$ cat src/hdl/cube_tld_pkg.sv
// Shared constants, codes and types of the cube timer line decoder.
`default_nettype none

package cube_tld_pkg;

	// Line store geometry
	localparam int LINE_BYTES = 10;
	localparam int FILL_W     = $clog2(LINE_BYTES);

	// Idle tick counter, saturating
	localparam int              IDLE_W   = 17;
	localparam logic [IDLE_W-1:0] IDLE_MAX = {IDLE_W{1'b1}};

	localparam int               TIMEOUT_W     = 16;
	localparam logic [TIMEOUT_W-1:0] TIMEOUT_RESET = 16'd1000;

	// Characters
	localparam logic [7:0] CHR_CR    = 8'd13;
	localparam logic [7:0] CHR_SPACE = 8'h20;
	localparam logic [7:0] CHR_I     = 8'h49;
	localparam logic [7:0] CHR_ZERO  = 8'h30;

	// Time decode: sum of byte*weight, then remove 48*(sum of weights), mod 2^32
	localparam int          TSUM_W     = 25;
	localparam logic [TSUM_W-1:0] W_MIN    = 25'd60000;
	localparam logic [TSUM_W-1:0] W_TENSEC = 25'd10000;
	localparam logic [TSUM_W-1:0] W_SEC    = 25'd1000;
	localparam logic [TSUM_W-1:0] W_HUND   = 25'd100;
	localparam logic [TSUM_W-1:0] W_TENTH  = 25'd10;
	localparam logic [TSUM_W-1:0] W_MS     = 25'd1;
	localparam logic [31:0]       DIGIT_BIAS = 32'd3413328;

	typedef enum logic [2:0] {
		EV_CONNECT    = 3'd0,
		EV_START      = 3'd1,
		EV_STOP       = 3'd2,
		EV_RESET      = 3'd3,
		EV_DISCONNECT = 3'd4
	} event_t;

	typedef struct packed {
		event_t      event_code;
		logic [31:0] time_ms;
		logic [1:0]  link_state;
		logic        last_event;
	} result_t;

	// Up to two results caused by one input word
	typedef struct packed {
		logic [1:0] count;
		result_t    r0;
		result_t    r1;
	} result_pair_t;

endpackage

`default_nettype wire

$ cat src/hdl/cube_tld_core.sv
// Line store, link state machine, idle counter and time decode.
`default_nettype none

module cube_tld_core (
	input  wire logic                                   clk,
	input  wire logic                                   arst_n,
	input  wire logic                                   step,
	input  wire logic                                   cmd,
	input  wire logic [7:0]                             rx_byte,
	input  wire logic                                   cfg_we,
	input  wire logic [cube_tld_pkg::TIMEOUT_W-1:0]     cfg_data,
	output cube_tld_pkg::result_pair_t                  pair
);

	typedef enum logic [1:0] {
		PH_DISC = 2'd0,
		PH_WAIT = 2'd1,
		PH_RUN  = 2'd2,
		PH_STOP = 2'd3
	} phase_t;

	localparam int LB = cube_tld_pkg::LINE_BYTES;
	localparam int FW = cube_tld_pkg::FILL_W;
	localparam int IW = cube_tld_pkg::IDLE_W;
	localparam int TW = cube_tld_pkg::TSUM_W;

	logic [7:0]                           store_q [LB];
	logic [FW-1:0]                        fill_q;
	phase_t                               phase_q;
	logic [IW-1:0]                        idle_q;
	logic [cube_tld_pkg::TIMEOUT_W-1:0]   timeout_q;

	logic [7:0]    eff [7];
	logic          is_idle;
	logic [TW-1:0] tsum;
	logic [31:0]   time_val;
	logic [IW-1:0] idle_inc;
	logic          tick_disc;
	logic          is_cr;
	phase_t        ph_line;

	// Bytes 0..6 as seen after the terminator write
	always_comb begin
		for (int i = 0; i < 7; i++) begin
			eff[i] = (fill_q == FW'(i)) ? 8'd0 : store_q[i];
		end
	end

	assign is_idle = (eff[0] == cube_tld_pkg::CHR_I) &&
		(eff[1] == cube_tld_pkg::CHR_ZERO) && (eff[2] == cube_tld_pkg::CHR_ZERO) &&
		(eff[3] == cube_tld_pkg::CHR_ZERO) && (eff[4] == cube_tld_pkg::CHR_ZERO) &&
		(eff[5] == cube_tld_pkg::CHR_ZERO) && (eff[6] == cube_tld_pkg::CHR_ZERO);

	assign tsum = TW'(eff[1]) * cube_tld_pkg::W_MIN + TW'(eff[2]) * cube_tld_pkg::W_TENSEC
		+ TW'(eff[3]) * cube_tld_pkg::W_SEC + TW'(eff[4]) * cube_tld_pkg::W_HUND
		+ TW'(eff[5]) * cube_tld_pkg::W_TENTH + TW'(eff[6]) * cube_tld_pkg::W_MS;
	assign time_val = 32'(tsum) - cube_tld_pkg::DIGIT_BIAS;

	assign idle_inc  = (idle_q == cube_tld_pkg::IDLE_MAX) ? idle_q : idle_q + IW'(1);
	assign tick_disc = (phase_q != PH_DISC) && (idle_inc > IW'(timeout_q));
	assign is_cr     = (rx_byte == cube_tld_pkg::CHR_CR);

	// Result selection; at most two events fire on one line
	always_comb begin
		phase_t ph;
		logic [1:0] n;
		ph   = phase_q;
		n    = 2'd0;
		pair = '0;
		if (cmd) begin
			if (tick_disc) begin
				pair.r0 = '{cube_tld_pkg::EV_DISCONNECT, 32'd0, PH_DISC, 1'b1};
				n = 2'd1;
			end
		end else if (is_cr) begin
			if (ph == PH_DISC) begin
				ph = is_idle ? PH_STOP : PH_WAIT;
				pair.r0 = '{cube_tld_pkg::EV_CONNECT, 32'd0, ph, 1'b0};
				n = 2'd1;
			end
			if ((ph == PH_WAIT) && (eff[0] == cube_tld_pkg::CHR_SPACE)) begin
				ph = PH_RUN;
				if (n == 2'd0) pair.r0 = '{cube_tld_pkg::EV_START, 32'd0, ph, 1'b0};
				else pair.r1 = '{cube_tld_pkg::EV_START, 32'd0, ph, 1'b0};
				n = n + 2'd1;
			end
			if ((ph == PH_RUN) && (eff[0] == cube_tld_pkg::CHR_I)) begin
				ph = PH_STOP;
				if (n == 2'd0) pair.r0 = '{cube_tld_pkg::EV_STOP, time_val, ph, 1'b0};
				else pair.r1 = '{cube_tld_pkg::EV_STOP, time_val, ph, 1'b0};
				n = n + 2'd1;
			end
			if ((ph == PH_STOP) && is_idle) begin
				ph = PH_WAIT;
				if (n == 2'd0) pair.r0 = '{cube_tld_pkg::EV_RESET, 32'd0, ph, 1'b0};
				else pair.r1 = '{cube_tld_pkg::EV_RESET, 32'd0, ph, 1'b0};
				n = n + 2'd1;
			end
			if (n == 2'd1) pair.r0.last_event = 1'b1;
			if (n == 2'd2) pair.r1.last_event = 1'b1;
		end
		pair.count = n;
		ph_line    = ph;
	end

	always_ff @(posedge clk or negedge arst_n) begin
		if (!arst_n) begin
			for (int i = 0; i < LB; i++) store_q[i] <= 8'd0;
			fill_q    <= '0;
			phase_q   <= PH_DISC;
			idle_q    <= '0;
			timeout_q <= cube_tld_pkg::TIMEOUT_RESET;
		end else begin
			if (cfg_we) timeout_q <= cfg_data;
			if (step) begin
				if (cmd) begin
					idle_q <= idle_inc;
					if (tick_disc) phase_q <= PH_DISC;
				end else if (is_cr) begin
					store_q[fill_q] <= 8'd0;
					phase_q <= ph_line;
					idle_q  <= '0;
					fill_q  <= '0;
				end else if (fill_q < FW'(LB - 1)) begin
					store_q[fill_q] <= rx_byte;
					fill_q <= fill_q + FW'(1);
				end
			end
		end
	end

endmodule

`default_nettype wire

$ cat src/hdl/cube_tld_out_buf.sv
// Two-entry result buffer that drains one result word per cycle while out_ready is high.
`default_nettype none

module cube_tld_out_buf (
	input  wire logic                        clk,
	input  wire logic                        arst_n,
	input  wire logic                        load,
	input  wire cube_tld_pkg::result_pair_t  pair,
	input  wire logic                        out_ready,
	output logic                             out_valid,
	output cube_tld_pkg::result_t            head,
	output logic                             free
);

	logic [1:0]            cnt_q;
	cube_tld_pkg::result_t slot0_q;
	cube_tld_pkg::result_t slot1_q;
	logic                  pop;

	assign out_valid = (cnt_q != 2'd0);
	assign head      = slot0_q;
	assign pop       = out_valid && out_ready;
	// room for a full pair once this cycle's pop is counted
	assign free      = (cnt_q == 2'd0) || ((cnt_q == 2'd1) && out_ready);

	always_ff @(posedge clk or negedge arst_n) begin
		if (!arst_n) begin
			cnt_q <= 2'd0;
		end else if (load) begin
			cnt_q <= pair.count;
		end else if (pop) begin
			cnt_q <= cnt_q - 2'd1;
		end
	end

	always_ff @(posedge clk) begin
		if (load) begin
			slot0_q <= pair.r0;
			slot1_q <= pair.r1;
		end else if (pop) begin
			slot0_q <= slot1_q;
		end
	end

endmodule

`default_nettype wire

$ cat src/hdl/cube_timer_line_decoder_unit.sv
// Top level of the cube timer line decoder: input register, core and result buffer.
`default_nettype none

// Channel   Dir  Handshake            Payload
// s_*       in   s_tvalid/s_tready    tuser: command; tdata: rx_byte
// m_*       out  m_tvalid/m_tready    tuser: event_code; tdata: time_ms, link_state; tlast
// cfg_*     in   cfg_valid/cfg_ready  cfg_data: timeout_ms
//
// One input word per cycle while the result buffer can take the held word. A word is
// registered in the input register, then the core evaluates it in a single pass and
// loads its 0..2 results into the result buffer, which drives m_tvalid. A line that
// yields two events holds the next word in the input register while the buffer drains.
// Reset (arst_n low) clears the line store, link state and idle count and sets the timeout to 1000.
// Input stalls only when the input register holds a word the buffer cannot take.
module cube_timer_line_decoder_unit (
	input  wire logic        clk,
	input  wire logic        arst_n,
	// input words
	input  wire logic        s_tvalid,
	output logic             s_tready,
	input  wire logic [7:0]  s_tdata,   // [7:0] rx_byte
	input  wire logic        s_tuser,   // [0] command: 0 byte, 1 ms tick
	// result words
	output logic             m_tvalid,
	input  wire logic        m_tready,
	output logic [39:0]      m_tdata,   // [31:0] time_ms, [33:32] link_state, [39:34] zero
	output logic [2:0]       m_tuser,   // [2:0] event_code
	output logic             m_tlast,   // last_event
	// configuration
	input  wire logic        cfg_valid,
	output logic             cfg_ready,
	input  wire logic [15:0] cfg_data   // timeout_ms
);

	logic       valid_s1;
	logic       cmd_s1;
	logic [7:0] byte_s1;
	logic       buf_free;
	logic       advance;

	cube_tld_pkg::result_pair_t pair;
	cube_tld_pkg::result_t      head;

	// Core updates its line and link state exactly when a word moves into the buffer
	assign advance   = valid_s1 && buf_free;
	assign s_tready  = !valid_s1 || buf_free;
	assign cfg_ready = 1'b1;

	always_ff @(posedge clk or negedge arst_n) begin
		if (!arst_n) begin
			valid_s1 <= 1'b0;
		end else if (s_tvalid && s_tready) begin
			valid_s1 <= 1'b1;
		end else if (advance) begin
			valid_s1 <= 1'b0;
		end
	end

	always_ff @(posedge clk) begin
		if (s_tvalid && s_tready) begin
			cmd_s1  <= s_tuser;
			byte_s1 <= s_tdata;
		end
	end

	cube_tld_core u_core (
		.clk      (clk),
		.arst_n   (arst_n),
		.step     (advance),
		.cmd      (cmd_s1),
		.rx_byte  (byte_s1),
		.cfg_we   (cfg_valid && cfg_ready),
		.cfg_data (cfg_data),
		.pair     (pair)
	);

	cube_tld_out_buf u_out_buf (
		.clk       (clk),
		.arst_n    (arst_n),
		.load      (advance),
		.pair      (pair),
		.out_ready (m_tready),
		.out_valid (m_tvalid),
		.head      (head),
		.free      (buf_free)
	);

	assign m_tuser = head.event_code;
	assign m_tdata = {6'd0, head.link_state, head.time_ms};
	assign m_tlast = head.last_event;

	// Only a stop carries a time
	a_time_only_on_stop: assert property (@(posedge clk) disable iff (!arst_n)
		(m_tvalid && (m_tuser != cube_tld_pkg::EV_STOP)) |-> (m_tdata[31:0] == 32'd0))
		else $error("time_ms nonzero on a non-stop event");

	// Disconnect is a lone event and leaves the link disconnected
	a_disc_state: assert property (@(posedge clk) disable iff (!arst_n)
		(m_tvalid && (m_tuser == cube_tld_pkg::EV_DISCONNECT))
			|-> (m_tlast && (m_tdata[33:32] == 2'd0)))
		else $error("disconnect event with wrong state or not last");

	// Input stalls only when a word waits and results are backed up
	a_stall_cause: assert property (@(posedge clk) disable iff (!arst_n)
		!s_tready |-> (valid_s1 && m_tvalid))
		else $error("input stalled without a pending word and pending result");

	// A non-final result is always followed by the rest of its group
	a_group_held: assert property (@(posedge clk) disable iff (!arst_n)
		(m_tvalid && m_tready && !m_tlast) |=> m_tvalid)
		else $error("result group broken after non-final word");

endmodule

`default_nettype wire
$ cat config.mk
export PLATFORM = sky130hd
export DESIGN_NAME = cube_timer_line_decoder_unit
export DESIGN_NICKNAME = d
export VERILOG_FILES = /design/src/hdl/cube_tld_pkg.sv /design/src/hdl/cube_tld_core.sv /design/src/hdl/cube_tld_out_buf.sv /design/src/hdl/cube_timer_line_decoder_unit.sv
export SDC_FILE = /design/constraint.sdc
export NUM_CORES = 1
export LEC_CHECK = 0
export BUFFER_PORTS_ARGS = -buffer_cell sky130_fd_sc_hd__clkbuf_2
export CAP_MARGIN = 40
export CORE_AREA = 5 5 185 187
export DETAILED_ROUTE_END_ITERATION = 7
export DIE_AREA = 0 0 190 192
export HOLD_SLACK_MARGIN = 0.06
export PLACE_DENSITY = 0.67
export SLEW_MARGIN = 10
export SYNTH_ARGS = -nofsm -noshare
export SYNTH_HDL_FRONTEND = slang
export SYNTH_SLANG_ARGS = --single-unit
$ cat constraint.sdc
create_clock -name clk -period 12.1 [get_ports clk]
set_input_delay 0.605 -clock clk [delete_from_list [all_inputs] [get_ports clk]]
set_output_delay 0.605 -clock clk [all_outputs]
set_load 0.05 [all_outputs]
# After elaboration in Yosys (flattened, before gate mapping)
# Index checks and enable logic that the tools add are counted.
[op_classes]
n_lt_le_gt_ge = 4
n_addsub = 12
mux = 69
n_bitwise = 5
n_reduce_logical = 34
eq_ne = 23
n_mul = 5
[ops]
columns = ["op", "n"]
rows = [
  ["two-way mux 76 bit", 6],
  ["two-way mux 38 bit", 8],
  ["two-way mux 80 bit", 2],
  ["bitwise AND 80 bit", 1],
  ["bitwise mux 80 bit", 1],
  ["NOT 80 bit", 1],
  ["two-way mux 36 bit", 2],
  ["two-way mux 8 bit", 8],
  ["two-way mux 2 bit", 29],
  ["equality test 8 x 6 -> 1 bit (second input constant)", 7],
  ["two-way mux 17 bit", 3],
  ["demux 8 bit (select 4 bit)", 1],
  ["subtractor 25 x 22 -> 26 bit (second input constant)", 1],
  ["adder 24 x 22 -> 25 bit", 1],
  ["adder 25 x 12 -> 25 bit", 1],
  ["adder 25 x 15 -> 25 bit", 1],
  ["adder 25 x 18 -> 25 bit", 1],
  ["adder 25 x 8 -> 25 bit", 1],
  ["multiplier 8 x 11 -> 19 bit (second input constant)", 1],
  ["multiplier 8 x 10 -> 18 bit (second input constant)", 1],
  ["adder 17 x 1 -> 17 bit (second input constant)", 1],
  ["equality test 17 bit (second input constant)", 1],
  ["greater-than comparator 17 x 16 -> 1 bit", 1],
  ["logical AND 1 bit", 15],
  ["30 further kinds", 57],
]
[word_totals]
reg_bits = 207

# Depth between registers and ports, before layout
[logic_depth]
depth_word = 33
mapped_depth = 34
mapped_depth_nobuf = 33

# Cells and area by module
# A second synthesis with hierarchy kept.
[unflattened]
hier_cells = 1716
hier_area_um2 = 17085.1
[modules_own_cells]
columns = ["mod", "area_per_inst_um2", "instances", "seq_area_each_um2", "cells_per_inst"]
rows = [
  ["cube_tld_core", 13792.0, 1, 2384.8, 1556],
  ["cube_tld_out_buf", 2902.8, 1, 2332.2, 137],
  ["cube_timer_line_decoder_unit", 390.4, 1, 295.3, 23],
]

# Least setup slack after synthesis
# OpenSTA, ideal clock, no wires.
[synth_timing]
kind = "reg-to-reg"
from = "register u_core.fill_q[0]"
to = "register u_out_buf.slot0_q (netlist bit u_out_buf.head[33]), data pin"
path_stages_with_launch = 31
arrival_ns = 7.878
setup_ns = 0.263
t_required_ns = 11.837
setup_slack_ns = 3.959
path_cell_list = "dfrtp_1 ha_1 or3b_1 buf_6 and2_1 inv_1 fa_1 fa_1 fa_1 fa_1 inv_1 ha_1 a21boi_0 o21ai_0 a21oi_1 o21a_1 or2_2 ha_1 fa_1 inv_1 fa_1 ha_1 ha_1 a21o_1 a21oi_1 a21o_1 o311ai_2 a21o_1 a21o_1 a311oi_1 o21ai_1"
[synth_between]
elab_chain_len = 29
elab_cells_between_ends = 74
classes_between = "add/sub: 7; mul: 5; eq/ne: 17; mux: 33; reduce/logical: 12"
[synth_lines]
columns = ["item", "line_no", "source"]
rows = [
  ["from (decl)", "cube_tld_core.sv:28", "logic [FW-1:0] fill_q;"],
  ["from (signal assigned)", "cube_tld_core.sv:126", "fill_q <= fill_q + FW'(1);"],
  ["branches (longest 25 deep; another with subtractor 25 x 22 -> 26 bit)", "--", ""],
  ["two-way mux 76 bit *", "cube_tld_core.sv:93", "if ((ph == PH_STOP) && is_idle) begin"],
  ["two-way mux 76 bit *", "cube_tld_core.sv:75", "end else if (is_cr) begin"],
  ["two-way mux 38 bit *", "cube_tld_core.sv:70", "if (cmd) begin"],
  ["two-way mux 38 bit *", "cube_tld_out_buf.sv:37", "if (load) begin"],
  ["to (signal assigned)", "cube_tld_out_buf.sv:38", "slot0_q <= pair.r0;"],
  ["to (signal assigned)", "cube_tld_out_buf.sv:41", "slot0_q <= slot1_q;"],
  ["to (decl)", "cube_tld_out_buf.sv:16", "cube_tld_pkg::result_t slot0_q;"],
]
# Every way passes the cells marked *. The select of a mux whose other input is x is not followed.
# A chain may end at the register's enable or synchronous reset.

# Final worst setup path
[layout_timing]
from = "register u_core.fill_q[1]"
to = "register u_out_buf.slot0_q (netlist bit u_out_buf.head[33]), data pin"
# Same word-level chain as after synthesis.

==> parameters.txt <==
Parameter                              Value

GRT
  Gr ovfl total    0
  Via count of the first global-routing pass    ~11000
  Antenna violations before repair    0
  Pin count of the biggest net entering global routing    66
  Overall track demand over capacity in global routing    0.195
  First-pass GRT wire length    57200 microns

Timing
  Worst-margin pin slew    between 0.8 and 0.9 ns
  Count of final hold-check violations    0
  Pins over their slew limit    0
  Relative max-transition margin    0.445
  FMAX    between 0.1 and 0.15 GHz
  Summed negative setup slack over all endpoints    0 ns
  Final WS setup    3.35 ns
  Setup repair after global routing missed its margin    false
  Final clock period utilization by the worst path    0.723
  Clock period minus worst slack    8.75 ns
  Worst hold slack after final layout    just over 0.07 ns
  Setup-violating endpoint count in the final report    0
  Worst Clk Skew    between 0.015 and 0.02 ns

Hold path
  Hold Path Class    input port to asynchronous set/reset pin

Cells and area
  Most common library cell in the layout ignoring fill and taps    ha_1
  Growth of design area from synthesis to finish    8.33%
  Total of fill cells in the finished design    just under 3000
  Ant diodes    0
  Highest-count cells in the layout ignoring fill and taps    285 x ha_1, 244 x inv_1, 156 x nand2_1
  Layout net count    2088
  Share of post-route cells with drive strength above 1    0.0912

Floorplan
  Die area    roughly 0.036 sq mm
  Effective utilization at floorplan    0.495
  Count of boundary I/O pins    just under 80
  Placeable core region    between 0.03 and 0.04 sq mm
  Std cell rows    66
  DIE WIDTH    190 microns
  Height of the chip    about 190 microns

Logic synthesis
  Gate Count Post-Synth    1618
  Share of synthesized registers carrying an async set or reset    0.580
  Post-synthesis simple-gate area fraction    0.119
  Share of the synthesized area in compound gates (AO/OA/AOI/OAI)    0.121
  Yosys warns    0
  Distinct cell type count of the synthesized netlist    between 80 and 90
  Share of synthesized area spent on multiplexers    0.00892
  Xor and xnor area share after synthesis    0.0432
  Syn avg cell area    about 10 sq um
  Synthesized-area fraction occupied by adder cells    0.346
  Count of flip-flops with a built-in enable after synthesis    around 70
  Synth Flop Type    dfrtp_1
  Largest family of logic cells by synthesized area    adder cells
  Sequential area share after synthesis    0.287
  Flip-flop and latch count after synthesis    169
  Cell Area, Synth    approximately 0.016 sq mm

Detailed routing
  Final wirelength    34700 microns
  Average detailed-routed wire length per instance    about 16 microns
  Residual DRC count    0
  Vias per std cell    roughly 5.3
  First-iteration detailed-routing DRC count    around 530
  Remaining antenna violation count after routing    0
  Via total after detailed routing    approximately 11000
  DR pass1 iterations    5

CTS
  TritonCTS Buffers    17
  Number of clock sinks    around 170
  CTS clock-pin slew for the worst setup and hold paths    ~0.08 ns
  CTS hold repair buffers    0
  Worst-Skew Late Latency    between 0.4 and 0.5 ns
  H-tree depth    4
  TritonCTS clock tree    done
  Quantity of gates resized following cts    0
  Maximum buffer depth of the clock tree    2
  Post-CTS setup buffer count    0
  CTS root buffer    clkbuf_16

Worst setup path
  Critical Setup Path Class    register to register
  Critical Path Start Type    register
  CP dominant cell by count    ha_1
  FF-to-FF End    u_out_buf.head[33]
  Max stage delay cell, worst path    fa_1
  Largest incremental delay on the critical path    0.54 ns
  RR Startpoint    u_core.fill_q[1]
  Depth of the worst register-to-register path    32
  Signal arrival time at the worst endpoint    slightly below 9 ns
  Crit path capture type    register
  Flop-to-flop setup slack    3.35 ns
  Critical path endpoint    u_out_buf.head[33]
  Worst setup path startpoint    u_core.fill_q[1]
  Data required time of the critical path    around 12 ns
  Maximum fanout along the worst path    10

Placed design
  Half-perimeter wire length of the detailed placement result    28500 microns
  Buffers on Ports    69
  RD Place Congestion    0.866
  Pre-CTS WS    ~3.4 ns

Flow run
  Total of max-cap violations    0

Run status
  Run status    finished, final reports clean
sequential cells by signal, summed over array words and instances, names as in the netlist, 2 cells and up:
signal and cells:
u_core.store_q 56, u_core.idle_q 17, u_core.timeout_q 16, u_out_buf.cnt_q 2, u_core.fill_q 4, u_core.phase_q 2
u_out_buf.slot1_q 30, byte_s1 8, u_out_buf.head 32
cell usage after synthesis (5+ instances only):
| master | number | share of area |
|---|---|---|
| ha_1 | 285 | 0.22 |
| inv_1 | 244 | 0.057 |
| nand2_1 | 156 | 0.037 |
| o21ai_0 | 106 | 0.033 |
| fa_1 | 98 | 0.12 |
| dfrtp_1 | 92 | 0.14 |
| nor2_1 | 82 | 0.019 |
| edfxtp_1 | 71 | 0.13 |
| a21oi_1 | 62 | 0.019 |
| xnor2_1 | 41 | 0.022 |
| a22o_1 | 37 | 0.020 |
| xor2_1 | 36 | 0.020 |
| and2_1 | 33 | 0.013 |
| nand3_1 | 26 | 0.0081 |
| a21o_1 | 22 | 0.010 |
| and3_1 | 17 | 0.0067 |
| clkbuf_1 | 15 | 0.0035 |
| buf_4 | 13 | 0.0061 |
| o21a_1 | 13 | 0.0061 |
| nor3_1 | 11 | 0.0034 |
| mux2_2 | 10 | 0.0070 |
| nand2b_1 | 10 | 0.0039 |
| nor2b_1 | 10 | 0.0039 |
| buf_6 | 7 | 0.0049 |
| o31ai_1 | 7 | 0.0033 |
| a211oi_1 | 6 | 0.0028 |
| dfstp_2 | 6 | 0.0099 |
| or3_1 | 6 | 0.0023 |
| o21bai_1 | 5 | 0.0023 |
| or2_2 | 5 | 0.0020 |
final cells by class:
class / instances / area, sq um / area share
Multi-Input combinational cell: 1169 / 10200 / 0.591
Sequential cell: 169 / 4590 / 0.265
Timing Repair Buffer: 74 / 409 / 0.0236
Tap cell: 442 / 553 / 0.0319
Inverter: 244 / 916 / 0.0529
Clock inverter: 15 / 186 / 0.0108
Clock buffer: 17 / 425 / 0.0246
metrics by stage:
step | cell area [sq um] | utilization | cells
after floorplan | 16000 | - | 1623
after global placement | 16700 | 0.516 | 2096
after detailed placement | 16700 | 0.517 | 2098
after CTS | 17300 | 0.536 | 2130
after global routing | 17300 | 0.536 | 2130
final | 17300 | 0.536 | 2130
critical path, delay by kind of cell (launching register included):
family          cells  cell delay (ns)
compound gates     13             2.38
xor+xnor            1             0.17
fa+ha+maj          11             4.19
buf+inv             4             0.28
flops               1             0.40
simple gates        3             1.06
kinds of logic after synthesis:
| kind of cell | Yosys count |
|---|---|
| AO/OA/AOI/OAI | 298 |
| XOR/XNOR | 78 |
| adder cells (fa/ha/maj) | 383 |
| buffers and inverters | 285 |
| flip-flops | 169 |
| multiplexers | 13 |
| other | 2 |
| AND/OR/NAND/NOR | 390 |
routing by layer:
| layer | up-vias | GRT usage | part of all wire | wire [microns] |
|---|---|---|---|---|
| met5 | - | 0 | 0 | 0 |
| met4 | 0 | 0.0442 | 0.015 | 531 |
| met3 | 34 | 0.0236 | 0.029 | 996 |
| met2 | 177 | 0.350 | 0.51 | 17600 |
| met1 | 5488 | 0.255 | 0.45 | 15600 |
| li1 | 5572 | - | - | - |
worst min path at each step:
| stage | from | end | slack [ns] | cells after the start |
|---|---|---|---|---|
| 4_1_cts | arst_n | u_core.timeout_q[13] | 0.07 | 1 |
| 2_1_floorplan | arst_n | u_core.fill_q[0] | 0.31 | 0 |
| 3_3_place_gp | u_core.store_q[40] | u_core.store_q[40] | 0.46 | 2 |
| 5_1_grt | arst_n | u_core.timeout_q[13] | 0.09 | 1 |
| 3_5_place_dp | u_core.store_q[40] | u_core.store_q[40] | 0.46 | 2 |
| 6_report | arst_n | u_core.timeout_q[13] | 0.07 | 1 |
Power is not shown: default switching activity piles up to over one toggle a cycle in this logic, so the estimate is an artifact.
